[src/design/prac_pkg.sv]
// Shared types, constants and the per-degree sine table for the point rotator.
`default_nettype none

package prac_pkg;

  // Fraction bits of the sine and cosine factors (Q1.16).
  localparam int TRIG_FRAC_BITS = 16;
  // Signed width that holds -1.0 .. +1.0 in that format.
  localparam int TRIG_W = TRIG_FRAC_BITS + 2;
  localparam int ANGLE_W = 9;
  localparam int CFG_IDX_W = 2;

  // Configuration register indices.
  localparam logic [CFG_IDX_W-1:0] REG_CENTER_X = 2'd0;
  localparam logic [CFG_IDX_W-1:0] REG_CENTER_Y = 2'd1;
  localparam logic [CFG_IDX_W-1:0] REG_ANGLE    = 2'd2;

  localparam logic [ANGLE_W-1:0] DEG_90  = 9'd90;
  localparam logic [ANGLE_W-1:0] DEG_180 = 9'd180;
  localparam logic [ANGLE_W-1:0] DEG_270 = 9'd270;
  localparam logic [ANGLE_W-1:0] DEG_360 = 9'd360;

  localparam logic signed [TRIG_W-1:0] TRIG_ONE = TRIG_W'(1) << TRIG_FRAC_BITS;

  typedef struct packed {
    logic signed [TRIG_W-1:0] sin_v;
    logic signed [TRIG_W-1:0] cos_v;
  } trig_t;

  // round(sin(d degrees) * 2^16) for d in 0..90
  function automatic logic [TRIG_FRAC_BITS:0] sin_quarter(input logic [6:0] d);
    logic [TRIG_FRAC_BITS:0] v;
    case (d)
      7'd0:  v = 17'd0;
      7'd1:  v = 17'd1144;
      7'd2:  v = 17'd2287;
      7'd3:  v = 17'd3430;
      7'd4:  v = 17'd4572;
      7'd5:  v = 17'd5712;
      7'd6:  v = 17'd6850;
      7'd7:  v = 17'd7987;
      7'd8:  v = 17'd9121;
      7'd9:  v = 17'd10252;
      7'd10: v = 17'd11380;
      7'd11: v = 17'd12505;
      7'd12: v = 17'd13626;
      7'd13: v = 17'd14742;
      7'd14: v = 17'd15855;
      7'd15: v = 17'd16962;
      7'd16: v = 17'd18064;
      7'd17: v = 17'd19161;
      7'd18: v = 17'd20252;
      7'd19: v = 17'd21336;
      7'd20: v = 17'd22415;
      7'd21: v = 17'd23486;
      7'd22: v = 17'd24550;
      7'd23: v = 17'd25607;
      7'd24: v = 17'd26656;
      7'd25: v = 17'd27697;
      7'd26: v = 17'd28729;
      7'd27: v = 17'd29753;
      7'd28: v = 17'd30767;
      7'd29: v = 17'd31772;
      7'd30: v = 17'd32768;
      7'd31: v = 17'd33754;
      7'd32: v = 17'd34729;
      7'd33: v = 17'd35693;
      7'd34: v = 17'd36647;
      7'd35: v = 17'd37590;
      7'd36: v = 17'd38521;
      7'd37: v = 17'd39441;
      7'd38: v = 17'd40348;
      7'd39: v = 17'd41243;
      7'd40: v = 17'd42126;
      7'd41: v = 17'd42995;
      7'd42: v = 17'd43852;
      7'd43: v = 17'd44695;
      7'd44: v = 17'd45525;
      7'd45: v = 17'd46341;
      7'd46: v = 17'd47143;
      7'd47: v = 17'd47930;
      7'd48: v = 17'd48703;
      7'd49: v = 17'd49461;
      7'd50: v = 17'd50203;
      7'd51: v = 17'd50931;
      7'd52: v = 17'd51643;
      7'd53: v = 17'd52339;
      7'd54: v = 17'd53020;
      7'd55: v = 17'd53684;
      7'd56: v = 17'd54332;
      7'd57: v = 17'd54963;
      7'd58: v = 17'd55578;
      7'd59: v = 17'd56175;
      7'd60: v = 17'd56756;
      7'd61: v = 17'd57319;
      7'd62: v = 17'd57865;
      7'd63: v = 17'd58393;
      7'd64: v = 17'd58903;
      7'd65: v = 17'd59396;
      7'd66: v = 17'd59870;
      7'd67: v = 17'd60326;
      7'd68: v = 17'd60764;
      7'd69: v = 17'd61183;
      7'd70: v = 17'd61584;
      7'd71: v = 17'd61966;
      7'd72: v = 17'd62328;
      7'd73: v = 17'd62672;
      7'd74: v = 17'd62997;
      7'd75: v = 17'd63303;
      7'd76: v = 17'd63589;
      7'd77: v = 17'd63856;
      7'd78: v = 17'd64104;
      7'd79: v = 17'd64332;
      7'd80: v = 17'd64540;
      7'd81: v = 17'd64729;
      7'd82: v = 17'd64898;
      7'd83: v = 17'd65048;
      7'd84: v = 17'd65177;
      7'd85: v = 17'd65287;
      7'd86: v = 17'd65376;
      7'd87: v = 17'd65446;
      7'd88: v = 17'd65496;
      7'd89: v = 17'd65526;
      7'd90: v = 17'd65536;
      default: v = '0;
    endcase
    return v;
  endfunction

  // Fold an angle of 0..511 degrees back into 0..359.
  function automatic logic [ANGLE_W-1:0] wrap_deg(input logic [ANGLE_W-1:0] a);
    return (a >= DEG_360) ? (a - DEG_360) : a;
  endfunction

  // Signed sine of an angle already in 0..359, by quadrant symmetry.
  function automatic logic signed [TRIG_W-1:0] sin_deg(input logic [ANGLE_W-1:0] a);
    logic [ANGLE_W-1:0] q;
    logic neg;
    logic signed [TRIG_W-1:0] mag;
    if (a <= DEG_90) begin
      q = a;
      neg = 1'b0;
    end else if (a <= DEG_180) begin
      q = DEG_180 - a;
      neg = 1'b0;
    end else if (a <= DEG_270) begin
      q = a - DEG_180;
      neg = 1'b1;
    end else begin
      q = DEG_360 - a;
      neg = 1'b1;
    end
    mag = $signed({1'b0, sin_quarter(q[6:0])});
    return neg ? -mag : mag;
  endfunction

endpackage

`default_nettype wire

[src/design/prac_cfg.sv]
// Configuration registers: rotation centre and sine/cosine of the angle.
`default_nettype none

module prac_cfg #(
  parameter int COORD_BITS = 16,
  parameter int CFG_W = 16
) (
  input  wire                              clk,
  input  wire                              rst_n,
  input  wire                              cfg_we,
  input  wire [prac_pkg::CFG_IDX_W-1:0]    cfg_index,
  input  wire [CFG_W-1:0]                  cfg_wdata,
  output logic signed [COORD_BITS-1:0]     center_x,
  output logic signed [COORD_BITS-1:0]     center_y,
  output prac_pkg::trig_t                  trig
);

  logic signed [COORD_BITS-1:0] cx_r, cx_nxt;
  logic signed [COORD_BITS-1:0] cy_r, cy_nxt;
  prac_pkg::trig_t              trig_r, trig_nxt;
  logic [prac_pkg::ANGLE_W-1:0] ang;
  logic [prac_pkg::ANGLE_W-1:0] ang_cos;

  // Look the factors up at write time; the datapath only sees registers.
  always_comb begin
    ang     = prac_pkg::wrap_deg(cfg_wdata[prac_pkg::ANGLE_W-1:0]);
    ang_cos = prac_pkg::wrap_deg(ang + prac_pkg::DEG_90);
    cx_nxt   = cx_r;
    cy_nxt   = cy_r;
    trig_nxt = trig_r;
    if (cfg_we) begin
      case (cfg_index)
        prac_pkg::REG_CENTER_X: cx_nxt = $signed(cfg_wdata[COORD_BITS-1:0]);
        prac_pkg::REG_CENTER_Y: cy_nxt = $signed(cfg_wdata[COORD_BITS-1:0]);
        prac_pkg::REG_ANGLE: begin
          trig_nxt.sin_v = prac_pkg::sin_deg(ang);
          trig_nxt.cos_v = prac_pkg::sin_deg(ang_cos);
        end
        default: ;
      endcase
    end
  end

  always_ff @(posedge clk) begin
    if (!rst_n) begin
      cx_r         <= '0;
      cy_r         <= '0;
      trig_r.sin_v <= '0;
      trig_r.cos_v <= prac_pkg::TRIG_ONE;
    end else begin
      cx_r   <= cx_nxt;
      cy_r   <= cy_nxt;
      trig_r <= trig_nxt;
    end
  end

  assign center_x = cx_r;
  assign center_y = cy_r;
  assign trig     = trig_r;

endmodule

`default_nettype wire

[src/design/prac_core.sv]
// Rotation datapath: input register, one multiply-add pass, result register.
`default_nettype none

module prac_core #(
  parameter int COORD_BITS = 16
) (
  input  wire                          clk,
  input  wire                          rst_n,
  input  wire                          in_vld,
  input  wire signed [COORD_BITS-1:0]  in_px,
  input  wire signed [COORD_BITS-1:0]  in_py,
  input  wire signed [COORD_BITS-1:0]  center_x,
  input  wire signed [COORD_BITS-1:0]  center_y,
  input  prac_pkg::trig_t              trig,
  output logic                         out_vld,
  output logic signed [COORD_BITS-1:0] out_rx,
  output logic signed [COORD_BITS-1:0] out_ry,
  output logic                         out_sat
);

  localparam int TF = prac_pkg::TRIG_FRAC_BITS;
  localparam int DW = COORD_BITS + 1;
  localparam int PW = DW + prac_pkg::TRIG_W;
  localparam int SW = PW + 1;
  localparam int QW = SW - TF;
  localparam int RW = QW + 1;

  logic                         vld_r;
  logic signed [COORD_BITS-1:0] px_r, py_r;
  logic                         ovld_r;
  logic signed [COORD_BITS-1:0] rx_r, ry_r, rx_nxt, ry_nxt;
  logic                         sat_r, sat_nxt;

  logic signed [DW-1:0] dx, dy;
  logic signed [PW-1:0] p_xc, p_ys, p_xs, p_yc;
  logic signed [SW-1:0] sum_x, sum_y;
  logic signed [QW-1:0] q_x, q_y;
  logic signed [RW-1:0] r_x, r_y;
  logic                 sat_x, sat_y;

  // Divide by 2^TF, rounding toward zero.
  function automatic logic signed [QW-1:0] trunc_q(input logic signed [SW-1:0] s);
    logic rnd;
    rnd = s[SW-1] & (|s[TF-1:0]);
    return $signed(s[SW-1:TF]) + $signed({{(QW-1){1'b0}}, rnd});
  endfunction

  // Clamp to the coordinate range; top bit of the result flags a clamp.
  function automatic logic [COORD_BITS:0] clamp_c(input logic signed [RW-1:0] r);
    logic ovf;
    logic [COORD_BITS-1:0] v;
    ovf = !((&r[RW-1:COORD_BITS-1]) || !(|r[RW-1:COORD_BITS-1]));
    if (!ovf) begin
      v = r[COORD_BITS-1:0];
    end else if (r[RW-1]) begin
      v = {1'b1, {(COORD_BITS-1){1'b0}}};
    end else begin
      v = {1'b0, {(COORD_BITS-1){1'b1}}};
    end
    return {ovf, v};
  endfunction

  always_ff @(posedge clk) begin
    if (!rst_n) begin
      vld_r  <= 1'b0;
      ovld_r <= 1'b0;
    end else begin
      vld_r  <= in_vld;
      ovld_r <= vld_r;
    end
  end

  // Hold the point on accept.
  always_ff @(posedge clk) begin
    if (in_vld) begin
      px_r <= in_px;
      py_r <= in_py;
    end
  end

  always_comb begin
    dx    = $signed({px_r[COORD_BITS-1], px_r}) - $signed({center_x[COORD_BITS-1], center_x});
    dy    = $signed({py_r[COORD_BITS-1], py_r}) - $signed({center_y[COORD_BITS-1], center_y});
    p_xc  = dx * trig.cos_v;
    p_ys  = dy * trig.sin_v;
    p_xs  = dx * trig.sin_v;
    p_yc  = dy * trig.cos_v;
    sum_x = $signed({p_xc[PW-1], p_xc}) - $signed({p_ys[PW-1], p_ys});
    sum_y = $signed({p_xs[PW-1], p_xs}) + $signed({p_yc[PW-1], p_yc});
    q_x   = trunc_q(sum_x);
    q_y   = trunc_q(sum_y);
    r_x   = $signed({q_x[QW-1], q_x})
          + $signed({{(RW-COORD_BITS){center_x[COORD_BITS-1]}}, center_x});
    r_y   = $signed({q_y[QW-1], q_y})
          + $signed({{(RW-COORD_BITS){center_y[COORD_BITS-1]}}, center_y});
    {sat_x, rx_nxt} = clamp_c(r_x);
    {sat_y, ry_nxt} = clamp_c(r_y);
    sat_nxt = sat_x | sat_y;
  end

  always_ff @(posedge clk) begin
    if (vld_r) begin
      rx_r  <= rx_nxt;
      ry_r  <= ry_nxt;
      sat_r <= sat_nxt;
    end
  end

  assign out_vld = ovld_r;
  assign out_rx  = rx_r;
  assign out_ry  = ry_r;
  assign out_sat = sat_r;

endmodule

`default_nettype wire

[src/design/point_rotate_about_center.sv]
// Top level of the point rotator: configuration port plus rotation datapath.
// Path: a point taken into the input register is rotated into the result register,
//   which raises out_strobe for a single cycle.
// Throughput: one point per clock; busy is never raised. The figure is set by the
//   single register-to-register pass holding four parallel 17x18 multipliers.
// Reset (synchronous, rst_n low): centre cleared to (0, 0), angle to 0, no result
//   in flight. The receiver cannot stall; every result is shown exactly once.
`default_nettype none

module point_rotate_about_center #(
  parameter int COORD_BITS = 16
) (
  input  wire                                               clk,
  input  wire                                               rst_n,
  // item channel
  input  wire                                               start,
  output logic                                              busy,
  input  wire signed [COORD_BITS-1:0]                       in_point_x,
  input  wire signed [COORD_BITS-1:0]                       in_point_y,
  // configuration write port
  input  wire                                               cfg_we,
  input  wire [prac_pkg::CFG_IDX_W-1:0]                     cfg_index,
  input  wire [((COORD_BITS > prac_pkg::ANGLE_W) ? COORD_BITS
                : prac_pkg::ANGLE_W)-1:0]                   cfg_wdata,
  // result channel
  output logic                                              out_strobe,
  output logic signed [COORD_BITS-1:0]                      out_rotated_x,
  output logic signed [COORD_BITS-1:0]                      out_rotated_y,
  output logic                                              out_saturated
);

  // Data word must carry both a coordinate and a 9-bit angle.
  localparam int CFG_W = (COORD_BITS > prac_pkg::ANGLE_W) ? COORD_BITS : prac_pkg::ANGLE_W;

  logic signed [COORD_BITS-1:0] center_x;
  logic signed [COORD_BITS-1:0] center_y;
  prac_pkg::trig_t              trig;
  logic                         accept;

  // The pass is fully pipelined, so a beat is taken every cycle.
  assign busy   = 1'b0;
  assign accept = start & ~busy;

  // Centre and angle registers; sine and cosine are resolved on the write
  // itself so the datapath never waits on the table.
  prac_cfg #(
    .COORD_BITS (COORD_BITS),
    .CFG_W      (CFG_W)
  ) u_cfg (
    .clk       (clk),
    .rst_n     (rst_n),
    .cfg_we    (cfg_we),
    .cfg_index (cfg_index),
    .cfg_wdata (cfg_wdata),
    .center_x  (center_x),
    .center_y  (center_y),
    .trig      (trig)
  );

  // Register the point, rotate its offset, truncate toward zero, add the
  // centre back and clamp; the result register drives the strobe.
  prac_core #(
    .COORD_BITS (COORD_BITS)
  ) u_core (
    .clk      (clk),
    .rst_n    (rst_n),
    .in_vld   (accept),
    .in_px    (in_point_x),
    .in_py    (in_point_y),
    .center_x (center_x),
    .center_y (center_y),
    .trig     (trig),
    .out_vld  (out_strobe),
    .out_rx   (out_rotated_x),
    .out_ry   (out_rotated_y),
    .out_sat  (out_saturated)
  );

endmodule

`default_nettype wire

[config.mk]
export PLATFORM = sky130hd
export DESIGN_NAME = point_rotate_about_center
export DESIGN_NICKNAME = d
export VERILOG_FILES = /design/src/design/prac_pkg.sv /design/src/design/prac_cfg.sv /design/src/design/prac_core.sv /design/src/design/point_rotate_about_center.sv
export SDC_FILE = /design/constraint.sdc
export NUM_CORES = 2
export LEC_CHECK = 0
export BUFFER_PORTS_ARGS = -buffer_cell sky130_fd_sc_hd__buf_2
export CAP_MARGIN = 20
export CORE_ASPECT_RATIO = 1.2
export CORE_MARGIN = 5
export CORE_UTILIZATION = 60
export DETAILED_ROUTE_END_ITERATION = 10
export GPL_ROUTABILITY_DRIVEN = 1
export PLACE_DENSITY_LB_ADDON = 0.08
export SLEW_MARGIN = 20
export SYNTH_ARGS = -nofsm -noshare
export SYNTH_HDL_FRONTEND = slang
export SYNTH_MEMORY_MAX_BITS = 65536
export SYNTH_SLANG_ARGS = --single-unit
[constraint.sdc]
create_clock -name clk -period 20.5 [get_ports clk]
set_input_delay 4.1 -clock clk [delete_from_list [all_inputs] [get_ports clk]]
set_output_delay 4.1 -clock clk [all_outputs]
set_load 0.01 [all_outputs]
Yosys cells after proc, flatten, opt, wreduce, memory -nomap -nowiden
Memories as Yosys holds them, arrays and structs flattened.
Index checks and enable logic that the tools add are counted.
Cells by class
  add/subtract/negate cells: 19
  $mul: 4
  order comparisons: 8
  eq/ne operators: 2
  muxes and demuxes: 30
  bitwise operators: 3
  reduce and logical (&&, ||, !) cells: 16
Operator list (count)
  $mul 17x18->35: 4
  $mux 7: 10
  $mux 17: 4
  $mux 16: 4
  $add 20x16->21: 2
  $add 20x2->20: 2
  $add 35x35->36: 1
  $mux 18: 2
  $neg 17->18: 2
  $sub 35x35->36: 1
  $sub 16x16->17: 2
  $reduce_or 16->1: 2
  $ge 9x9->1 const B: 2
  $le 9x7->1 const B: 2
  $le 9x8->1 const B: 2
  $le 9x9->1 const B: 2
  $mux 9: 2
  $sub 9x9->9 const B: 2
  $sub 6x7->7 const A: 2
  $sub 7x6->7 const B: 2
  $sub 7x7->7 const A: 2
  $reduce_and 6->1: 2
  $reduce_or 6->1: 2
  $add 9x7->9 const B: 1
  9 further kinds: 23
Word-level totals
  bits in registers: 135
  ROM bits: 4352
  bits of input ports: 54
  output and inout bits: 35
  word-level logic and storage cells: 95
  memories: 2
Memory list
  (no name shown): words 128, width 17, rd ports 1, clocked after memory_dff 0, wr ports 0, RTL line prac_pkg.sv:33  | case (d)
  (no name shown): words 128, width 17, rd ports 1, clocked after memory_dff 0, wr ports 0, RTL line prac_pkg.sv:33

Depth between registers and ports, before layout
An unclocked memory read counts as a cell.
  word-level depth: 16
  depth in mapped cells: 73
  depth with buffers taken out: 71

Modules after synthesis
A second synthesis with hierarchy kept.
Unflattened totals
  cells, all modules: 6960
  area, all modules: 62532.5 um2
Modules (own cells, without submodules)
  prac_core: instances 1, cells each 5543, area an instance 52580.4 um2
  prac_cfg: instances 1, cells each 1415, area an instance 9940.8 um2
  point_rotate_about_center: instances 1, cells each 2, area an instance 11.3 um2

Worst setup path before layout
OpenSTA, ideal clock, no wires.
  kind: reg2reg
  start: reg u_core.px_r[0]
  end: reg u_core.rx_r[0], in the netlist u_core.out_rx[0], data pin
  library setup time: 0.130 ns
  arrival time: 14.628 ns
  data required time: 20.370 ns
  slack: 5.742 ns
  cell stages (with the launch flop): 68
  clock period less this slack: 14.758 ns
  cell sequence: edfxtp_1 -> inv_1 -> ha_1 -> inv_1 -> fa_1 -> nand2_1 -> nand2_1 -> a21oi_1 -> o21ai_0 -> a21oi_1 -> nand2b_1 -> a21boi_0 -> o21ai_0 -> nand2_1 -> a21oi_1 -> o21ai_0 -> a21oi_1 -> o21bai_1 -> [32 not listed] -> nand3_1 -> nor3_1 -> nand3_1 -> or3b_2 -> or2_2 -> nor2_1 -> xor2_1 -> ha_1 -> and2_1 -> a22o_1 -> a311o_1 -> a21oi_1 -> xnor2_1 -> nand3_1 -> or3_1 -> nand2b_1 -> clkbuf_1 -> o21a_1
On the way
  word-level cells in the longest chain between the ends: 11
Ends and longest elaborated chain
  from (decl): RTL line prac_core.sv:29  | logic signed [COORD_BITS-1:0] px_r, py_r;
  from (signal assigned): RTL line prac_core.sv:76  | px_r <= in_px;
  $sub 16x16->17 *: RTL line prac_core.sv:82  | dx = $signed({px_r[COORD_BITS-1], px_r}) - $signed({center_x[COORD_BITS-1], center_x});
  $mul 17x18->35 *: RTL line prac_core.sv:84  | p_xc = dx * trig.cos_v;
  $sub 35x35->36 *: RTL line prac_core.sv:88  | sum_x = $signed({p_xc[PW-1], p_xc}) - $signed({p_ys[PW-1], p_ys});
  $reduce_or 16->1: RTL line prac_core.sv:44  | rnd = s[SW-1] & (|s[TF-1:0]);
  $and 1x1->1: RTL line prac_core.sv:44
  $add 20x2->20 *: RTL line prac_core.sv:45  | return $signed(s[SW-1:TF]) + $signed({{(QW-1){1'b0}}, rnd});
  $add 20x16->21 *: RTL line prac_core.sv:93  | + $signed({{(RW-COORD_BITS){center_x[COORD_BITS-1]}}, center_x});
  $reduce_or 6->1: RTL line prac_core.sv:52  | ovf = !((&r[RW-1:COORD_BITS-1]) || !(|r[RW-1:COORD_BITS-1]));
  $logic_not 1->1: RTL line prac_core.sv:52
  $logic_or 1x1->1: RTL line prac_core.sv:52
  $mux 16 *: RTL line prac_core.sv:53  | if (!ovf) begin
  named net u_core.rx_nxt[0]: RTL line prac_core.sv:31  | logic signed [COORD_BITS-1:0] rx_r, ry_r, rx_nxt, ry_nxt;
  to (signal assigned): RTL line prac_core.sv:103  | rx_r <= rx_nxt;
  to (decl): RTL line prac_core.sv:31
Mark *: on every way through the listed nets, which the timed path passes. The rest lies on a longest branch.
A chain may end at the register's enable or synchronous reset.

Worst setup path after layout
  start: reg u_cfg.cx_r[1], in the netlist u_cfg.center_x[1]
  end: reg u_core.ry_r[8], in the netlist u_core.out_ry[8], data pin
On the way
  word-level cells in the longest chain between the ends: 11
Ends and longest elaborated chain
  from (decl): RTL line prac_cfg.sv:18  | logic signed [COORD_BITS-1:0] cx_r, cx_nxt;
  from (signal assigned): RTL line prac_cfg.sv:51  | cx_r <= cx_nxt;
  $sub 16x16->17 *: RTL line prac_core.sv:82
  $mul 17x18->35 *: RTL line prac_core.sv:86  | p_xs = dx * trig.sin_v;
  $add 35x35->36 *: RTL line prac_core.sv:89  | sum_y = $signed({p_xs[PW-1], p_xs}) + $signed({p_yc[PW-1], p_yc});
  $reduce_or 16->1: RTL line prac_core.sv:44
  $and 1x1->1: RTL line prac_core.sv:44
  $add 20x2->20 *: RTL line prac_core.sv:45
  $add 20x16->21 *: RTL line prac_core.sv:95  | + $signed({{(RW-COORD_BITS){center_y[COORD_BITS-1]}}, center_y});
  $reduce_or 6->1: RTL line prac_core.sv:52
  $logic_not 1->1: RTL line prac_core.sv:52
  $logic_or 1x1->1: RTL line prac_core.sv:52
  $mux 16 *: RTL line prac_core.sv:53
  named net u_core.ry_nxt[8]: RTL line prac_core.sv:31
  to (signal assigned): RTL line prac_core.sv:104  | ry_r <= ry_nxt;
  to (decl): RTL line prac_core.sv:31
Marked as above.

==> run metrics <==
sequential share of the synthesized area=5.42%; largest net degree at the start of global routing=71; f_max=56.7 MHz; die area=110000 um2; final hold vios=0; Synth top area share=45.5%; Synth async-reset ratio=0%; count of buffers from port buffering=87; Synthesized Nets=8760; Cell Area, Synth=61900 um2; wire per inst=22.1 um; gr usage total=34.0%; Final Cycle Share=86.1%; Multi-input gate area=52100 um2; IO Pins=89; R2R setup slack=2850 ps; Die Ht=362 um; crit path DAT=17890 ps; FF-to-FF End=u_core.out_ry[8]$_DFFE_PP_; Tmin final=17650 ps; Die X=303 um; crit path launch type=register; WS Path Type=register to register; post-cts resize count=0; ys flop type=dfxtp_1; row cnt=129; Crit. End Element=register; root buf cell=clkbuf_16; HPWL Detailed=141 mm; Worst path slowest cell=fa_1; Largest stage delay, worst path=540 ps; Max Slew Vio Count=0; worst setup margin=2850 ps; gp weighted congestion=0.946; vias per cell=5.90; Core ar.=103000 um2; Antenna Nets Post-Route=0; via count=47700; Unique masters post-synth=112; register bit total from synthesis=135; Min-Delay Path Depth=2; area delta synth->final=3.75%; max_slew headroom=24.6%; clock transition at the registers of the reported paths=70 ps; antenna violations before repair=11; Initial Util=60.2%; DP Worst Slack=3010 ps; DRC=0; fillers=9084; Hold Path End=u_cfg.trig[4]$_SDFFE_PN0P_; Max Cap Viol=0; EDFF count, synth=65; RR Startpoint=u_cfg.center_x[1]$_SDFFE_PN0P_; R2R cell count=68; total wire length=179 mm; vias in the first global route=51700; CTS Buffer Depth=2; final setup vio count=0; Worst Hold Launch=u_cfg.trig[4]$_SDFFE_PN0P_; total grt overflow=0; post-synth top area cell=fa_1; share of cells above drive strength 1=5.27%; clock sink count=135; clk_lat worst skew=490 ps; hold buffers post-CTS=0; status=complete, no violations; most frequent cell on the critical path=o21ai_0; YS warnings=0; clock skew=11.6 ps; TritonCTS clock tree=done; DR iter-0 viols=3680; worst-margin pin slew=1130 ps; crit path max fanout=31; Syn Inst Count=6861; syn avg cell area=9.02 um2; sequential cell area=3350 um2; # Post-CTS Setup Buffers=0; Hold Crit Class=register to register; Worst Path Required=20750 ps; first-pass GRT wire length=288 mm; Layout Nets=8601; count of TritonRoute iterations in the first routing pass=6; TNS Setup=0 ps; Inserted Clock Buffers=17; synth top area cells=fa_1, ha_1, inv_1; RSZ-0062 raised after global routing=no; H-tree levels=4
-- registers in the layout, indices dropped and copies added (netlist names) --
signal and count:
u_core.px_r 16, u_core.py_r 16, u_core.vld_r 1, u_core.out_ry 16
u_core.out_rx 16, u_core.out_vld 1, u_core.out_sat 1, u_cfg.center_y 16
u_cfg.trig 36, u_cfg.center_x 16
-- worst max-delay path: cells and delay by family (launching register included) --
kind / cells / cell delay [ps]
AO/OA/AOI/OAI: 39 / 8840
XOR/XNOR: 3 / 790
adder cells (fa/ha/maj): 13 / 5320
buffers and inverters: 5 / 750
flip-flops: 1 / 360
AND/OR/NAND/NOR: 8 / 1340
-- per-layer routing --
| metal | track usage (%) | share of wire [%] | vias to the layer above |
|---|---|---|---|
| met5 | 0 | 0.011 | - |
| met4 | 18.7 | 7.1 | 2 |
| met2 | 59.0 | 50 | 1774 |
| met3 | 3.06 | 5.3 | 548 |
| met1 | 41.9 | 37 | 24600 |
| li1 | - | - | 20800 |
-- cell usage after synthesis, types with 18 or more instances --
cell	number
a211oi_1	43
a21boi_0	51
a21o_1	78
a21oi_1	151
a311oi_1	22
a31oi_1	34
and2_1	450
and3_1	26
buf_2	29
clkbuf_1	314
dfxtp_1	70
edfxtp_1	65
fa_1	1407
ha_1	438
inv_1	1391
nand2_1	867
nand2b_1	77
nand3_1	103
nand4_1	24
nor2_1	213
nor2b_1	105
nor3_1	76
o211ai_1	34
o21a_1	22
o21ai_0	154
or2_2	18
xnor2_1	143
xor2_1	65
-- final cells by class --
class / count / area share [%]
diodes: 1 / 0.00390
clock buffers: 18 / 0.684
clock inverters: 14 / 0.234
inverters: 1397 / 8.17
multi-input cells: 4965 / 81.2
flip-flops and latches: 135 / 5.23
well taps: 1375 / 2.68
repair buffers: 186 / 1.84
-- cells in the final DEF (no fill, tap or decap), types with 87 or more instances in the layout --
cell / instances
fa_1: 1407
o21ai_0: 154
ha_1: 438
buf_4: 99
buf_2: 87
nor2_1: 206
a21oi_1: 150
inv_1: 1391
and2_1: 450
nand2_1: 867
nand3_1: 103
nor2b_1: 105
xnor2_1: 127
-- stage by stage --
stage                     cells  util, %  hold slack [ps]  instance area (um2)
after floorplan            6861        -              461                61900
after global placement     8058     61.9              464                63600
after detailed placement   8058     61.9              476                63600
after CTS                  8090     62.4              486                64200
after global routing       8090     62.4              514                64200
final                      8091     62.4              484                64200
-- cell families after synthesis --
logic type	synth area share, %
and+or+nand+nor	16.2
AOI/OAI and AO/OA	9.75
xor gates and xnor gates	2.97
DFF	5.42
muxes	0.427
other	0.00606
buffers and inverters	10.9
adders and majority gates	54.4
-- worst max path at each step --
stage                                               from                         end  slack [ps]  cells past startpoint
after floorplan                 u_core.px_r[0]$_DFFE_PP_  u_core.out_rx[0]$_DFFE_PP_        5740                     67
after CTS                 u_cfg.center_x[1]$_SDFFE_PN0P_    u_core.out_sat$_DFFE_PP_        2900                     66
after global placement    u_cfg.center_x[1]$_SDFFE_PN0P_    u_core.out_sat$_DFFE_PP_        3160                     66
after detailed placement  u_cfg.center_x[1]$_SDFFE_PN0P_    u_core.out_sat$_DFFE_PP_        3010                     66
final                     u_cfg.center_x[1]$_SDFFE_PN0P_  u_core.out_ry[8]$_DFFE_PP_        2850                     68
after global routing      u_cfg.center_x[1]$_SDFFE_PN0P_    u_core.out_sat$_DFFE_PP_        1290                     69
Power is not shown: default switching activity piles up to over one toggle a cycle in this logic, so the estimate is an artifact.
